**src/hw/rtl/mfd_pkg.sv**
```systemverilog
// ----------------------------------------------------------------------------
// mfd_pkg
// Shared types and constants of the multiplexed-connection frame deframer.
// ----------------------------------------------------------------------------
package mfd_pkg;

  // header layout
  localparam int HEADER_BYTES = 14;
  localparam int POS_W        = 4;
  localparam logic [POS_W-1:0] POS_MAGIC = 4'd0;
  localparam logic [POS_W-1:0] POS_FLAGS = 4'd1;
  localparam logic [POS_W-1:0] POS_LEN0  = 4'd10;
  localparam logic [POS_W-1:0] POS_LAST  = POS_W'(HEADER_BYTES - 1);

  // field widths
  localparam int BYTE_W   = 8;
  localparam int STREAM_W = 64;
  localparam int LEN_W    = 32;
  localparam int CFG_IDX_W  = 8;
  localparam int CFG_DATA_W = 32;

  // configuration register indexes
  localparam logic [CFG_IDX_W-1:0] CFG_FRAME_MAGIC = 8'd0;
  localparam logic [CFG_IDX_W-1:0] CFG_MAX_PAYLOAD = 8'd1;

  localparam logic [LEN_W-1:0] MAX_PAYLOAD_RST = 32'd1048576;

  // result kinds
  typedef enum logic [1:0] {
    KIND_HEADER  = 2'd0,
    KIND_PAYLOAD = 2'd1,
    KIND_ERROR   = 2'd2
  } kind_t;

  // error codes
  localparam logic ERR_BAD_MAGIC = 1'b0;
  localparam logic ERR_TOO_LARGE = 1'b1;

  // one result item
  typedef struct packed {
    kind_t                kind;
    logic [BYTE_W-1:0]    frame_flags;
    logic [STREAM_W-1:0]  stream_number;
    logic [LEN_W-1:0]     payload_length;
    logic [BYTE_W-1:0]    out_byte;
    logic                 last;
    logic                 err_cause;
  } result_t;

endpackage

```
**src/hw/rtl/mfd_if.sv**
```systemverilog
// ----------------------------------------------------------------------------
// mfd_if
// Valid/ready channel interfaces of the frame deframer: byte input,
// result output and configuration write.
// ----------------------------------------------------------------------------

// input byte channel
interface mfd_in_if;
  logic                       valid;
  logic                       ready;
  logic [mfd_pkg::BYTE_W-1:0] in_byte;

  modport source (output valid, output in_byte, input ready);
  modport sink   (input valid, input in_byte, output ready);
endinterface

// result channel
interface mfd_out_if;
  logic                         valid;
  logic                         ready;
  mfd_pkg::kind_t               kind;
  logic [mfd_pkg::BYTE_W-1:0]   frame_flags;
  logic [mfd_pkg::STREAM_W-1:0] stream_number;
  logic [mfd_pkg::LEN_W-1:0]    payload_length;
  logic [mfd_pkg::BYTE_W-1:0]   out_byte;
  logic                         last;
  logic                         err_cause;

  modport source (output valid, output kind, output frame_flags, output stream_number,
                  output payload_length, output out_byte, output last,
                  output err_cause, input ready);
  modport sink   (input valid, input kind, input frame_flags, input stream_number,
                  input payload_length, input out_byte, input last,
                  input err_cause, output ready);
endinterface

// configuration write channel
interface mfd_cfg_if;
  logic                           valid;
  logic                           ready;
  logic [mfd_pkg::CFG_IDX_W-1:0]  index;
  logic [mfd_pkg::CFG_DATA_W-1:0] data;

  modport source (output valid, output index, output data, input ready);
  modport sink   (input valid, input index, input data, output ready);
endinterface

```
**src/hw/rtl/mux_frame_deframer_unit.sv**
```systemverilog
// ----------------------------------------------------------------------------
// mux_frame_deframer_unit
// Byte-serial deframer: gathers a 14-byte frame header, checks it and
// passes the payload bytes through.
// ----------------------------------------------------------------------------
// Takes one byte of the connection stream per clock and gives at most one
// result per byte, in the cycle after the byte is accepted, from a single output
// register. A byte is accepted in every cycle in which the output register is
// empty or its result is being taken, so throughput is one byte per cycle with
// no bubbles; the only thing that slows the input is back-pressure on the
// result channel. Header bytes 1 to 13 give no result; the 14th gives a header
// result (last set for a zero-length frame) or an error result. Payload bytes
// come out one each, the final one with last set. After an error (bad magic,
// or a length above max_payload) every byte is taken and dropped until reset.
// Configuration writes are taken in any cycle and need no clearing pass.
// ----------------------------------------------------------------------------
module mux_frame_deframer_unit (
  input  logic            clk,
  input  logic            rst_n,
  mfd_in_if.sink          in_if,
  mfd_out_if.source       out_if,
  mfd_cfg_if.sink         cfg_if
);

  // configuration registers
  logic [mfd_pkg::BYTE_W-1:0]   frame_magic_r;
  logic [mfd_pkg::LEN_W-1:0]    max_payload_r;

  // frame state
  logic [mfd_pkg::POS_W-1:0]    header_count_r, header_count_nxt;
  logic                         magic_ok_r, magic_ok_nxt;
  logic [mfd_pkg::BYTE_W-1:0]   flags_r, flags_nxt;
  logic [mfd_pkg::STREAM_W-1:0] stream_r, stream_nxt;
  logic [mfd_pkg::LEN_W-1:0]    length_r, length_nxt;
  logic [mfd_pkg::LEN_W-1:0]    remaining_r, remaining_nxt;
  logic                         in_payload_r, in_payload_nxt;
  logic                         halted_r, halted_nxt;

  // output register
  logic                         out_valid_r, out_valid_nxt;
  mfd_pkg::result_t             res_r, res_nxt;
  logic                         res_fire;

  logic in_accept;
  logic [mfd_pkg::BYTE_W-1:0] b;

  assign b          = in_if.in_byte;
  assign in_if.ready = !out_valid_r || out_if.ready;
  assign in_accept  = in_if.valid && in_if.ready;
  assign cfg_if.ready = 1'b1;

  // next state and result for the accepted byte
  always_comb begin
    header_count_nxt = header_count_r;
    magic_ok_nxt     = magic_ok_r;
    flags_nxt        = flags_r;
    stream_nxt       = stream_r;
    length_nxt       = length_r;
    remaining_nxt    = remaining_r;
    in_payload_nxt   = in_payload_r;
    halted_nxt       = halted_r;
    res_fire         = 1'b0;
    res_nxt          = '0;

    if (in_accept && !halted_r) begin
      if (in_payload_r) begin
        // payload pass-through
        remaining_nxt = remaining_r - 1'b1;
        if (remaining_r == mfd_pkg::LEN_W'(1)) begin
          in_payload_nxt = 1'b0;
        end
        res_fire = 1'b1;
        res_nxt.kind     = mfd_pkg::KIND_PAYLOAD;
        res_nxt.out_byte = b;
        res_nxt.last     = (remaining_r == mfd_pkg::LEN_W'(1));
      end else begin
        // header gathering
        if (header_count_r == mfd_pkg::POS_MAGIC) begin
          magic_ok_nxt = (b == frame_magic_r);
        end else if (header_count_r == mfd_pkg::POS_FLAGS) begin
          flags_nxt = b;
        end else if (header_count_r < mfd_pkg::POS_LEN0) begin
          stream_nxt = {stream_r[mfd_pkg::STREAM_W-mfd_pkg::BYTE_W-1:0], b};
        end else begin
          length_nxt = {length_r[mfd_pkg::LEN_W-mfd_pkg::BYTE_W-1:0], b};
        end

        if (header_count_r != mfd_pkg::POS_LAST) begin
          header_count_nxt = header_count_r + 1'b1;
        end else begin
          // header complete: check and report
          header_count_nxt = '0;
          res_fire = 1'b1;
          if (!magic_ok_r) begin
            halted_nxt         = 1'b1;
            res_nxt.kind       = mfd_pkg::KIND_ERROR;
            res_nxt.err_cause  = mfd_pkg::ERR_BAD_MAGIC;
          end else if (length_nxt > max_payload_r) begin
            halted_nxt         = 1'b1;
            res_nxt.kind       = mfd_pkg::KIND_ERROR;
            res_nxt.err_cause  = mfd_pkg::ERR_TOO_LARGE;
          end else begin
            res_nxt.kind = mfd_pkg::KIND_HEADER;
            if (length_nxt == '0) begin
              res_nxt.last = 1'b1;
            end else begin
              remaining_nxt  = length_nxt;
              in_payload_nxt = 1'b1;
            end
          end
        end
      end
    end

    res_nxt.frame_flags    = flags_nxt;
    res_nxt.stream_number  = stream_nxt;
    res_nxt.payload_length = length_nxt;

    // output register hand-off
    if (out_valid_r && !out_if.ready) begin
      out_valid_nxt = 1'b1;
    end else begin
      out_valid_nxt = res_fire;
    end
  end

  // state, configuration and output registers
  always_ff @(posedge clk) begin
    if (!rst_n) begin
      frame_magic_r  <= '0;
      max_payload_r  <= mfd_pkg::MAX_PAYLOAD_RST;
      header_count_r <= '0;
      magic_ok_r     <= 1'b0;
      flags_r        <= '0;
      stream_r       <= '0;
      length_r       <= '0;
      remaining_r    <= '0;
      in_payload_r   <= 1'b0;
      halted_r       <= 1'b0;
      out_valid_r    <= 1'b0;
    end else begin
      header_count_r <= header_count_nxt;
      magic_ok_r     <= magic_ok_nxt;
      flags_r        <= flags_nxt;
      stream_r       <= stream_nxt;
      length_r       <= length_nxt;
      remaining_r    <= remaining_nxt;
      in_payload_r   <= in_payload_nxt;
      halted_r       <= halted_nxt;
      out_valid_r    <= out_valid_nxt;
      if (cfg_if.valid) begin
        unique case (cfg_if.index)
          mfd_pkg::CFG_FRAME_MAGIC: frame_magic_r <= cfg_if.data[mfd_pkg::BYTE_W-1:0];
          mfd_pkg::CFG_MAX_PAYLOAD: max_payload_r <= cfg_if.data[mfd_pkg::LEN_W-1:0];
          default: ;
        endcase
      end
    end
  end

  // result payload, loaded only when a new result enters the register
  always_ff @(posedge clk) begin
    if (res_fire) begin
      res_r <= res_nxt;
    end
  end

  assign out_if.valid          = out_valid_r;
  assign out_if.kind           = res_r.kind;
  assign out_if.frame_flags    = res_r.frame_flags;
  assign out_if.stream_number  = res_r.stream_number;
  assign out_if.payload_length = res_r.payload_length;
  assign out_if.out_byte       = res_r.out_byte;
  assign out_if.last           = res_r.last;
  assign out_if.err_cause      = res_r.err_cause;

endmodule

```
**src/flat_wrapper.sv**
```systemverilog
// flat-port wrapper written by rule: the top's interface ports become plain ports
module mux_frame_deframer_unit_flat 
  (clk, rst_n, in_if_valid, in_if_in_byte, in_if_ready, out_if_valid, out_if_kind, out_if_frame_flags, out_if_stream_number, out_if_payload_length, out_if_out_byte, out_if_last, out_if_err_cause, out_if_ready, cfg_if_valid, cfg_if_index, cfg_if_data, cfg_if_ready);
  mfd_in_if in_if_i ();
  mfd_out_if out_if_i ();
  mfd_cfg_if cfg_if_i ();
  input  logic clk;
  input  logic rst_n;
  input wire logic [$bits(in_if_i.valid)-1:0] in_if_valid;
  input wire logic [$bits(in_if_i.in_byte)-1:0] in_if_in_byte;
  output wire logic [$bits(in_if_i.ready)-1:0] in_if_ready;
  output wire logic [$bits(out_if_i.valid)-1:0] out_if_valid;
  output wire logic [$bits(out_if_i.kind)-1:0] out_if_kind;
  output wire logic [$bits(out_if_i.frame_flags)-1:0] out_if_frame_flags;
  output wire logic [$bits(out_if_i.stream_number)-1:0] out_if_stream_number;
  output wire logic [$bits(out_if_i.payload_length)-1:0] out_if_payload_length;
  output wire logic [$bits(out_if_i.out_byte)-1:0] out_if_out_byte;
  output wire logic [$bits(out_if_i.last)-1:0] out_if_last;
  output wire logic [$bits(out_if_i.err_cause)-1:0] out_if_err_cause;
  input wire logic [$bits(out_if_i.ready)-1:0] out_if_ready;
  input wire logic [$bits(cfg_if_i.valid)-1:0] cfg_if_valid;
  input wire logic [$bits(cfg_if_i.index)-1:0] cfg_if_index;
  input wire logic [$bits(cfg_if_i.data)-1:0] cfg_if_data;
  output wire logic [$bits(cfg_if_i.ready)-1:0] cfg_if_ready;
  assign in_if_i.valid = in_if_valid;
  assign in_if_i.in_byte = in_if_in_byte;
  assign in_if_ready = in_if_i.ready;
  assign out_if_valid = out_if_i.valid;
  assign out_if_kind = out_if_i.kind;
  assign out_if_frame_flags = out_if_i.frame_flags;
  assign out_if_stream_number = out_if_i.stream_number;
  assign out_if_payload_length = out_if_i.payload_length;
  assign out_if_out_byte = out_if_i.out_byte;
  assign out_if_last = out_if_i.last;
  assign out_if_err_cause = out_if_i.err_cause;
  assign out_if_i.ready = out_if_ready;
  assign cfg_if_i.valid = cfg_if_valid;
  assign cfg_if_i.index = cfg_if_index;
  assign cfg_if_i.data = cfg_if_data;
  assign cfg_if_ready = cfg_if_i.ready;
  mux_frame_deframer_unit u_core (.clk(clk), .rst_n(rst_n), .in_if(in_if_i), .out_if(out_if_i), .cfg_if(cfg_if_i));
endmodule
```
**config.mk**
```make
export PLATFORM = sky130hd
export DESIGN_NAME = mux_frame_deframer_unit_flat
export DESIGN_NICKNAME = d
export VERILOG_FILES = /design/src/hw/rtl/mfd_pkg.sv /design/src/hw/rtl/mfd_if.sv /design/src/hw/rtl/mux_frame_deframer_unit.sv /design/src/flat_wrapper.sv
export SDC_FILE = /design/constraint.sdc
export NUM_CORES = 1
export LEC_CHECK = 0
export BUFFER_PORTS_ARGS = -buffer_cell sky130_fd_sc_hd__buf_2
export CELL_PAD_IN_SITES_DETAIL_PLACEMENT = 1
export CELL_PAD_IN_SITES_GLOBAL_PLACEMENT = 2
export CORE_MARGIN = 2
export CORE_UTILIZATION = 40
export CTS_BUF_LIST = sky130_fd_sc_hd__clkbuf_16
export DETAILED_ROUTE_END_ITERATION = 7
export PLACE_DENSITY = 0.92
export SYNTH_ARGS = -nofsm -noshare
export SYNTH_HDL_FRONTEND = slang
export SYNTH_SLANG_ARGS = --single-unit
```
**constraint.sdc**
```tcl
create_clock -name clk -period 8 [get_ports clk]
set_input_delay 1.6 -clock clk [delete_from_list [all_inputs] [get_ports clk]]
set_output_delay 1.6 -clock clk [all_outputs]
set_load 0.03 [all_outputs]
```
**Word-level counts from Yosys, hierarchy flattened**

Index checks and enable logic that the tools add are counted.
Widths: inputs -> output; s select.

- Bits in registers: 300
- Input bits: 53
- Output and inout bits: 119
- Logic and storage cells: 101

- Add/subtract/negate cells: 2
- Order comparisons: 2
- Eq/ne operators: 9
- Multiplexer cells: 45
- Bitwise operators: 4
- Reduce and logical (&&, ||, !) cells: 20

Operators by type and width:

| cell | count |
|---|---|
| $mux 32 | 12 |
| $mux 64 | 5 |
| $eq 32x1->1 const B | 1 |
| $gt 32x32->1 | 1 |
| $logic_not 32->1 | 1 |
| $mux 8 | 4 |
| $sub 32x1->32 const B | 1 |
| $mux 1 | 20 |
| $eq 8x1->1 const B | 1 |
| $eq 8x8->1 | 1 |
| $logic_not 8->1 | 1 |
| $reduce_and 2->1 | 4 |
| $mux 2 | 3 |
| $ne 2x1->1 const B | 3 |
| $reduce_and 5->1 | 1 |
| $add 4x1->4 const B | 1 |
| $eq 4x1->1 const B | 1 |
| $logic_not 4->1 | 1 |
| $lt 4x4->1 const B | 1 |
| $mux 4 | 1 |
| $ne 4x4->1 const B | 1 |
| $not 1->1 | 4 |
| $reduce_and 4->1 | 1 |
| $reduce_or 4->1 | 1 |
| other kinds (7) | 11 |

**Longest topological paths before layout**

Gate-level depths: netlist of the first run.

- Depth after elaboration: 12
- Depth in mapped cells: 15
- Gate-level depth less buffers: 11

**Worst setup path after synthesis of the first run**

Ideal clock, no wire load.

- Path kind: input to register
- Start: input out_if_ready
- End: register u_core.res_r (netlist bit u_core.out_if.err_cause) (enable)
- Setup time: 469 ps
- Arrival time: 4,710 ps
- Data required time: 7,531 ps
- Setup slack: 2,821 ps
- Stages: 5
- Path buffers: 1
- Path through: nand2b_1 -> and3b_1 -> clkbuf_1 -> nand2_1 -> inv_1

- Word-level cells in the longest chain between the ends: 4

Ends and longest elaborated chain:

| element | RTL line | RTL |
|---|---|---|
| start, declared | flat_wrapper.sv:20 | `input wire logic [$bits(out_if_i.ready)-1:0] out_if_ready;` |
| $logic_or 1x1->1 | mux_frame_deframer_unit.sv:48 | `assign in_if.ready = !out_valid_r \|\| out_if.ready;` |
| $logic_and 1x1->1 | mux_frame_deframer_unit.sv:49 | `assign in_accept = in_if.valid && in_if.ready;` |
| $logic_and 1x1->1 | mux_frame_deframer_unit.sv:65 | `if (in_accept && !halted_r) begin` |
| $mux 1 | mux_frame_deframer_unit.sv:65 |  |
| via u_core.res_fire | mux_frame_deframer_unit.sv:42 | `logic res_fire;` |
| end signal, assigned | mux_frame_deframer_unit.sv:164 | `res_r <= res_nxt;` |
| end, declared | mux_frame_deframer_unit.sv:41 | `mfd_pkg::result_t res_r, res_nxt;` |

The timed path passes the listed nets, and every way through them passes these cells.
A chain may end at the register's enable or synchronous reset.

**Final worst setup path of the first run**

- Start: register u_core.header_count_r[1] (netlist bit)
- End: register u_core.remaining_r[8] (netlist bit)

- Word-level cells in the longest chain between the ends: 11
- Elaborated cells between the ends (all ways): 20
- Classes of those cells: order compare (2); eq/ne (5); mux (10); reduce/logical (3)

Ends and longest elaborated chain:

| element | RTL line | RTL |
|---|---|---|
| start, declared | mux_frame_deframer_unit.sv:30 | `logic [mfd_pkg::POS_W-1:0] header_count_r, header_count_nxt;` |
| start signal, assigned | mux_frame_deframer_unit.sv:142 | `header_count_r <= header_count_nxt;` |
| branches (longest 11 deep; another with $gt 32x32->1) | - |  |
| end signal, assigned | mux_frame_deframer_unit.sv:147 | `remaining_r <= remaining_nxt;` |
| end, declared | mux_frame_deframer_unit.sv:35 | `logic [mfd_pkg::LEN_W-1:0] remaining_r, remaining_nxt;` |

Parallel ways; which one is timed is not known. The select of a mux whose other input is x is not followed.

==> results.toml, run 1 <==
[synthesis]
yosysTopAreaCellShare_pct = 27.84
synthCells = 1269
yosysTopAreaCell = "dfxtp_1"
synthesis.area_um2 = 13230
async_flop_share_pct = 0
yosys.area_share.xor_xnor_pct = 0.5957
synth.mux.area_fraction_pct = 9.418
syn_nets = 1356
ys_seq_elements = 300
yosysUniqueCellTypes = 67
synth_edf_count = 116
synth_top_family_by_area = "simple AND/OR/NAND/NOR gates"
syn_avg_cell_area_um2 = 10.43
synth_compound_area_share_pct = 10.85
ys_warn_count = 0
synthAdderAreaFrac_pct = 3.215
ys_top_cells_by_area = "dfxtp_1 28%, edfxtp_1 26%, mux2_2 6.5%"
yosysSeqAreaShare_pct = 54.16
synthSimpleGateAreaFrac_pct = 16.92
synth_ff_type = "dfxtp_1"

[critical_path]
worst-path-buf-inv = 2
path_class = "register to register"
end_kind = "register"
worstSetupStartpointType = "register"
crit_chain = "o21ai_4 > buf_4 > mux2i_1 > inv_1 > ha_1 > nand4_1 > nor3_1 > a21boi_0 > o31a_1 > nor3b_1 > a21oi_4 > o21ai_0"
worst-path-max-fanout = 32
cp_slowest_cell = "a21oi_4"
arrival_ns = 5.24
critPathMaxStageDelay_ns = 0.84
cp_top_family = "compound AO/OA/AOI/OAI gates"
required_ns = 8.41

[die]
fp-row-count = 66
core-area_um2 = 32540
die_x_um = 185.9
initial_core_util_pct = 40.67
dieArea_um2 = 34550
pin_count = 172
die_h_um = 185.9

[sta]
finClkSkew_ns = 0.01618
tns_ns = 0
fin_crit_sh_pct = 60.39
slew_headroom_pct = 15.29
worstMarginPinSlew_ns = 1.269
finalMaxSlewViolations = 0
fin_crit_ns = 4.831
hold_viol = 0
fin_hold_ws_ns = 0.4554
max_freq_mhz = 207.0
rsz0062_at_grt = "no"
finalSetupViolations = 0

[placement]
dp_cells = 1807
dp_hpwl_um = 27550
gp_congestion = 0.8954
port_buffers = 170

[detailed_routing]
firstDrtPassIters = 5
routedWlPerCell_um = 21.95
first_iter_violations = 705
avgViaCountPerCell = 5.497
antenna_left = 0
totalWireLength_um = 40890
vias = 10240
drc_errors = 0

[final_layout]
finish.utilization_pct = 47.08
most-common-layout-cells = "183 x dfxtp_1, 169 x buf_2, 135 x nand2_1"
fin_nets = 1484
layout-drive-gt1-share_pct = 22.80
area_growth_pct = 15.76
num_antenna_cells = 0
layout_commonest_cell = "dfxtp_1"
stdcell_count = 1863

[power_and_ir_drop]
p_leak_nw = 6.398
swShare_pct = 24.17
p_comb_share_pct = 6.0
clockPowerShare_pct = 43.3
powerDensity_nw_per_um2 = 207.7
intPower_mw = 2.412
p_switching_uw = 768.9
p_seq_share_pct = 50.7
peakVddDrop_mv = 0.1790
p_total_mw = 3.181

[clocking]
cts_max_path_buffers = 3
clkTransAtPathRegs_ns = 0.06
cts_root_buf = "clkbuf_16"
ctsHoldBuffers = 0
cts_resized = 0
clk_latency_ns = 0.58
cts_tree = "built"
htree_levels = 1
post_cts_buffers = 0
cts.sinks = 300
cts_buffers = 30

[job]
cap_violations = 0

[grt]
antenna_found_initial = 0
grt_usage_pct = 23.29
overflow = 0
grt_max_degree = 119
grt_pass1_vias = 10474
grt_pass1_wl_um = 62350

[hold_path]
worst_hold_path_type = "register to register"

[outcome]
outcome = "completed"
==> routing by layer <==
metal	vias to the layer above	routed length (um)	track usage (%)
met4	0	1142	6.992
met2	321	19420	38.68
met1	5081	18310	31.51
li1	4756	-	-
met5	-	0	0
met3	82	2019	3.248
==> cells in the mapped netlist (7+ instances only) <==
cell       number
buf_2          14
and3_1         12
nor4_1         15
o2111ai_1      22
mux2i_1        39
nand4_1        11
nand2_1       135
nor2_1         63
o22ai_1        13
inv_1          66
xnor2_1         9
and2_1        105
dfxtp_1       184
mux2_2         76
edfxtp_1      116
nor3_1         14
or3_1           7
o31ai_1        16
nand3_1        38
clkbuf_1       60
o211ai_1       17
o21ai_0        39
a21oi_1        84
ha_1           34
==> sequential cells by signal, indices dropped and copies added (netlist names), 8 cells and up <==
signal,count
u_core.out_if.payload_length,32
u_core.flags_r,8
u_core.out_if.frame_flags,8
u_core.out_if.out_byte,8
u_core.stream_r,64
u_core.length_r,32
u_core.max_payload_r,32
u_core.out_if.stream_number,64
u_core.remaining_r,32
u_core.frame_magic_r,8
==> per-stage QoR <==
| step | instance area [um^2] | worst slack [ns] |
|---|---|---|
| floorplan | 13230 | 2.821 |
| global placement | 14360 | 3.250 |
| detailed placement | 14360 | 3.175 |
| CTS | 15320 | 3.215 |
| global route | 15320 | 2.876 |
| finish | 15320 | 3.169 |
==> cells by family (layout without fill, tap and decap cells) <==
group                      count (synthesis)  count (layout)
AOI/OAI and AO/OA                        226             226
xor gates and xnor gates                   9               9
adders and majority gates                 34              34
buffers and inverters                    150             302
DFF                                      300             300
muxes                                    115             115
other                                      1               1
and+or+nand+nor                          434             434
==> worst paths after layout <==
check	from	to	slack [ns]	cells past startpoint
setup reg to reg	u_core.header_count_r[1]	u_core.remaining_r[8]	3.17	12
setup / recovery	u_core.header_count_r[1]	u_core.remaining_r[8]	3.17	12
hold / removal	u_core.max_payload_r[27]	u_core.max_payload_r[27]	0.46	2
hold reg to reg	u_core.max_payload_r[27]	u_core.max_payload_r[27]	0.46	2
==> final cells by class <==
| class | count | area (um^2) |
|---|---|---|
| Sequential cell | 300 | 7168 |
| Tap cell | 442 | 553.0 |
| Timing Repair Buffer | 180 | 928.4 |
| Inverter | 66 | 250.2 |
| Clock buffer | 30 | 750.7 |
| Multi-Input combinational cell | 819 | 5458 |
| Clock inverter | 26 | 210.2 |
| Fill cell | 3671 | 17220 |
==> worst min-delay path, delay by kind of cell, from the launching register on <==
kind / cells / cell delay, ns
flops: 1 / 0.31
simple gates: 1 / 0.05
compound gates: 1 / 0.05
==> power by group through the flow <==
| stage | Sequential, mW | Clock (mW) | Combinational [mW] |
|---|---|---|---|
| after floorplan | 1.64 | 0 | 0.123 |
| after global placement | 1.65 | 0 | 0.183 |
| after detailed placement | 1.65 | 0 | 0.187 |
| after CTS | 1.61 | 1.40 | 0.189 |
| after global routing | 1.61 | 1.46 | 0.209 |
| final | 1.61 | 1.38 | 0.191 |
No activity file was read; power rests on OpenSTA's default activity.
==> run 2: changes to the inputs <==
- CORE_UTILIZATION: 40 -> 34
- PLACE_DENSITY: 0.92 -> 0.84
- clock period: 8 -> 4.1 ns (I/O delays scaled with it)
==> results.toml, run 2 (synthesized netlist as in run 1, its figures left out) <==
[sta]
slew_headroom_pct = 26.82
tns_ns = 0
hold_viol = 0
finalMaxSlewViolations = 0
setup_slack_ns = 0.3068
max_freq_mhz = 263.6
finClkSkew_ns = 0.01932
finalSetupViolations = 0
fin_crit_ns = 3.793
worstMarginPinSlew_ns = 1.095
fin_crit_sh_pct = 92.52
rsz0062_at_grt = "no"

[clocking]
cts_tree = "built"
htree_levels = 2
clk_latency_ns = 0.53
cts_buffers = 35
clkTransAtPathRegs_ns = 0.06
cts.sinks = 300
ctsHoldBuffers = 0
cts_root_buf = "clkbuf_16"
cts_max_path_buffers = 3

[hold_path]
worst_hold_path_type = "register to register"
worstHoldStart = "u_core.max_payload_r[12]"

[die]
fp-row-count = 72
core-area_um2 = 38560
pin_count = 172
die_x_um = 201.3
dieArea_um2 = 40510
initial_core_util_pct = 34.32
die_h_um = 201.3

[power_and_ir_drop]
peakVddDrop_mv = 0.2516
p_comb_share_pct = 6.0
p_seq_share_pct = 46.9
p_leak_nw = 6.642
intPower_mw = 5.145
swShare_pct = 23.34
clockPowerShare_pct = 47.1
powerDensity_nw_per_um2 = 422.3
p_switching_mw = 1.567

[grt]
grt_usage_pct = 20.41
antenna_found_initial = 1
overflow = 0
grt_pass1_wl_um = 64400
grt_pass1_vias = 10656
grt_max_degree = 107

[critical_path]
crit_start = "u_core.header_count_r[2]"
worstSetupStartpointType = "register"
critPathMaxStageDelay_ns = 0.42
cp_top_family = "compound AO/OA/AOI/OAI gates"
worst-path-max-fanout = 32
path_class = "register to register"
r2r_start = "u_core.header_count_r[2]"
end_kind = "register"
required_ns = 4.53
cp_slowest_cell = "dfxtp_1"
worst-path-buf-inv = 3
reg2reg_slack_ns = 0.31
crit_chain = "o21ai_4 > buf_12 > mux2i_1 > inv_1 > ha_1 > a21oi_1 > o21ai_0 > a221oi_1 > a31oi_1 > nor3b_1 > a21oi_2 > buf_12 > o41ai_1"
arrival_ns = 4.23
path_common_cell = "buf_12"

[job]
cap_violations = 0

[outcome]
outcome = "completed"

[detailed_routing]
antenna_left = 0
drc_errors = 0
routedWlPerCell_um = 21.26
totalWireLength_um = 41990
first_iter_violations = 757
firstDrtPassIters = 5
vias = 10314
avgViaCountPerCell = 5.222

[final_layout]
most-common-layout-cells = "183 x dfxtp_1, 169 x buf_2, 135 x nand2_1"
area_growth_pct = 20.11
fin_nets = 1517
layout_commonest_cell = "dfxtp_1"
num_antenna_cells = 0
layout-drive-gt1-share_pct = 24.43
finish.utilization_pct = 41.22

[placement]
port_buffers = 170
gp_congestion = 0.8909
dp_hpwl_um = 29760
dp_slack_ns = 0.09657
run 2: per-layer routing:
| layer | vias to the layer above | GRT usage [%] | wire length, um |
|---|---|---|---|
| li1 | 4822 | - | - |
| met1 | 5130 | 27.29 | 18870 |
| met2 | 287 | 33.16 | 19420 |
| met3 | 75 | 3.466 | 2201 |
| met4 | 0 | 7.668 | 1498 |
| met5 | - | 0 | 0 |
run 2: power groups by stage:
stage	Sequential (mW)	Clock, mW	Combinational [mW]
CTS	3.15	3.23	0.402
detailed placement	3.21	0	0.399
global placement	3.21	0	0.394
global route	3.15	3.34	0.439
floorplan	3.19	0	0.239
finish	3.15	3.16	0.403
run 2: final timing paths:
| check | depth (start not counted) | to |
|---|---|---|
| hold / removal | 2 | u_core.max_payload_r[12] |
| hold reg to reg | 2 | u_core.max_payload_r[12] |
| setup / recovery | 13 | u_core.remaining_r[18] |
| setup reg to reg | 13 | u_core.remaining_r[18] |
run 2: cell type report:
type	count	area, um^2
flip-flops and latches	300	7168
multi-input cells	819	5454
clock inverters	29	295.3
fillers	4375	22660
inverters	66	251.5
well taps	518	648.1
clock buffers	35	875.8
repair buffers	208	1201
run 2: worst register-to-register path: stages, from the launching register on:
cell and delay [ns]:
dfxtp_1 0.42, o21ai_4 0.26, buf_12 0.19, mux2i_1 0.39
inv_1 0.17, ha_1 0.36, a21oi_1 0.14, o21ai_0 0.20
a221oi_1 0.38, a31oi_1 0.15, nor3b_1 0.34, a21oi_2 0.12
buf_12 0.22, o41ai_1 0.35
run 2: stage by stage:
| stage | cell area, um^2 | power (mW) | hold slack (ns) | std cells |
|---|---|---|---|---|
| after floorplan | 13240 | 3.432 | 0.4363 | 1269 |
| after global placement | 14700 | 3.603 | 0.4446 | 1909 |
| after detailed placement | 14700 | 3.608 | 0.4486 | 1909 |
| after CTS | 15880 | 6.774 | 0.4566 | 1973 |
| after global routing | 15890 | 6.926 | 0.4734 | 1975 |
| final | 15890 | 6.712 | 0.4551 | 1975 |
run 2: what timing repair did:
item,in CTS,in global routing
setup buffers,0,2
resized for setup,0,1
setup endpoints to repair,0,21
==> run 3: changes to the inputs <==
- CAP_MARGIN: unset -> 20
- PLACE_DENSITY: 0.84 -> unset
- PLACE_DENSITY_LB_ADDON: unset -> 0.1
==> results.toml, run 3 (synthesized netlist as in run 1, its figures left out) <==
[final_layout]
area_growth_pct = 20.70
layout_commonest_cell = "dfxtp_1"
most-common-layout-cells = "183 x dfxtp_1, 169 x buf_2, 135 x nand2_1"
num_antenna_cells = 0
design_area_um2 = 15970
fin_nets = 1529
layout-drive-gt1-share_pct = 24.78
stdcell_count = 1987

[detailed_routing]
totalWireLength_um = 40130
vias = 9961
drc_errors = 0
first_iter_violations = 425
antenna_left = 0
routedWlPerCell_um = 20.20
avgViaCountPerCell = 5.013
firstDrtPassIters = 4

[power_and_ir_drop]
powerDensity_nw_per_um2 = 413.8
p_leak_nw = 6.720
peakVddDrop_mv = 0.2228

[die]
core-area_um2 = 38560
die_h_um = 201.3
pin_count = 172
dieArea_um2 = 40510
initial_core_util_pct = 34.32
die_x_um = 201.3
fp-row-count = 72

[clocking]
clk_latency_ns = 0.56
htree_levels = 2
cts_root_buf = "clkbuf_16"
cts.sinks = 300
cts_max_path_buffers = 3
ctsHoldBuffers = 0
cts_tree = "built"
cts_buffers = 35
clkTransAtPathRegs_ns = 0.06

[hold_path]
worst_hold_path_type = "register to register"

[sta]
slew_headroom_pct = 37.36
worstMarginPinSlew_ns = 0.9376
tns_ns = 0
finalSetupViolations = 0
finalMaxSlewViolations = 0
rsz0062_at_grt = "no"
hold_viol = 0
max_freq_mhz = 265.0
fin_crit_sh_pct = 92.04
finClkSkew_ns = 0.02526
fin_crit_ns = 3.773

[outcome]
outcome = "completed"

[critical_path]
worstSetupStartpointType = "register"
cp_top_family = "simple AND/OR/NAND/NOR gates"
path_common_cell = "buf_4"
path_class = "register to register"
worst-path-max-fanout = 17
critPathMaxStageDelay_ns = 0.45
arrival_ns = 4.24
required_ns = 4.56
worst-path-buf-inv = 5
end_kind = "register"
cp_slowest_cell = "nor4_1"
crit_chain = "o21ai_4 > buf_12 > mux2i_1 > buf_4 > inv_1 > ha_1 > nand4_1 > nor4_1 > buf_4 > and3_1 > a31oi_1 > nor3b_2 > a21oi_4 > buf_4 > o31ai_1"

[grt]
antenna_found_initial = 0
grt_pass1_wl_um = 61760
grt_pass1_vias = 10215
grt_usage_pct = 19.68
overflow = 0
grt_max_degree = 65

[placement]
place_area_um2 = 14830
dp_hpwl_um = 28300
port_buffers = 170
gp_congestion = 0.7646
dp_cells = 1922

[job]
cap_violations = 0
-- run 3: cell types whose count changed in the layout (fill, tap and decap cells not counted), sizes merged --
cell and change:
buf +12, clkinvlp -2, bufinv -2, clkinv -2
inv +6
-- run 3: per-stage QoR --
stage | worst slack, ns | utilization, % | hold WS, ns | power, mW
finish | 0.3265 | 41.42 | 0.4546 | 6.609
floorplan | 0.3089 | - | 0.4363 | 3.432
detailed placement | 0.1601 | 38.45 | 0.4494 | 3.629
global route | 0.04966 | 41.42 | 0.4801 | 6.858
global placement | 0.2982 | 38.45 | 0.4446 | 3.625
CTS | 0.1371 | 41.32 | 0.4569 | 6.694
-- run 3: tightest hold or removal path, cell delays in order, from the launching register on --
cell,delay (ns)
dfxtp_1,0.31
nand2_1,0.05
a21oi_1,0.05
-- run 3: routing by layer --
metal  GRT usage, %  vias up  wire, um
met3          3.790       47      1708
met5              0        -         0
met2          30.44      176     17800
met4          6.145        0       871
met1          27.80     4889     19760
li1               -     4849         -
-- run 3: power breakdown --
| group | internal (mW) | switching [mW] | leakage, nW |
|---|---|---|---|
| Clock | 1.76 | 1.29 | 0.582 |
| Sequential | 3.11 | 0.0315 | 2.66 |
| Combinational | 0.163 | 0.257 | 3.48 |
-- run 3: path summary, 6_finish.rpt --
check / start / end / slack, ns / depth (start not counted)
worst max-delay path: u_core.header_count_r[1] / u_core.remaining_r[6] / 0.33 / 15
worst min-delay path: u_core.max_payload_r[31] / u_core.max_payload_r[31] / 0.45 / 2
worst max register to register: u_core.header_count_r[1] / u_core.remaining_r[6] / 0.33 / 15
worst min register to register: u_core.max_payload_r[31] / u_core.max_payload_r[31] / 0.45 / 2
-- run 3: layout make-up --
class,count,area (um^2)
Multi-Input combinational cell,819,5463
Fill cell,4352,22590
Timing Repair Buffer,220,1336
Sequential cell,300,7168
Inverter,66,251.5
Tap cell,518,648.1
Clock buffer,35,875.8
Clock inverter,29,229.0
-- run 3: timing repair --
item                                    in CTS  in global routing
endpoints found under the setup margin       0                 31
resized for setup                            0                  2
setup buffers                                0                  0
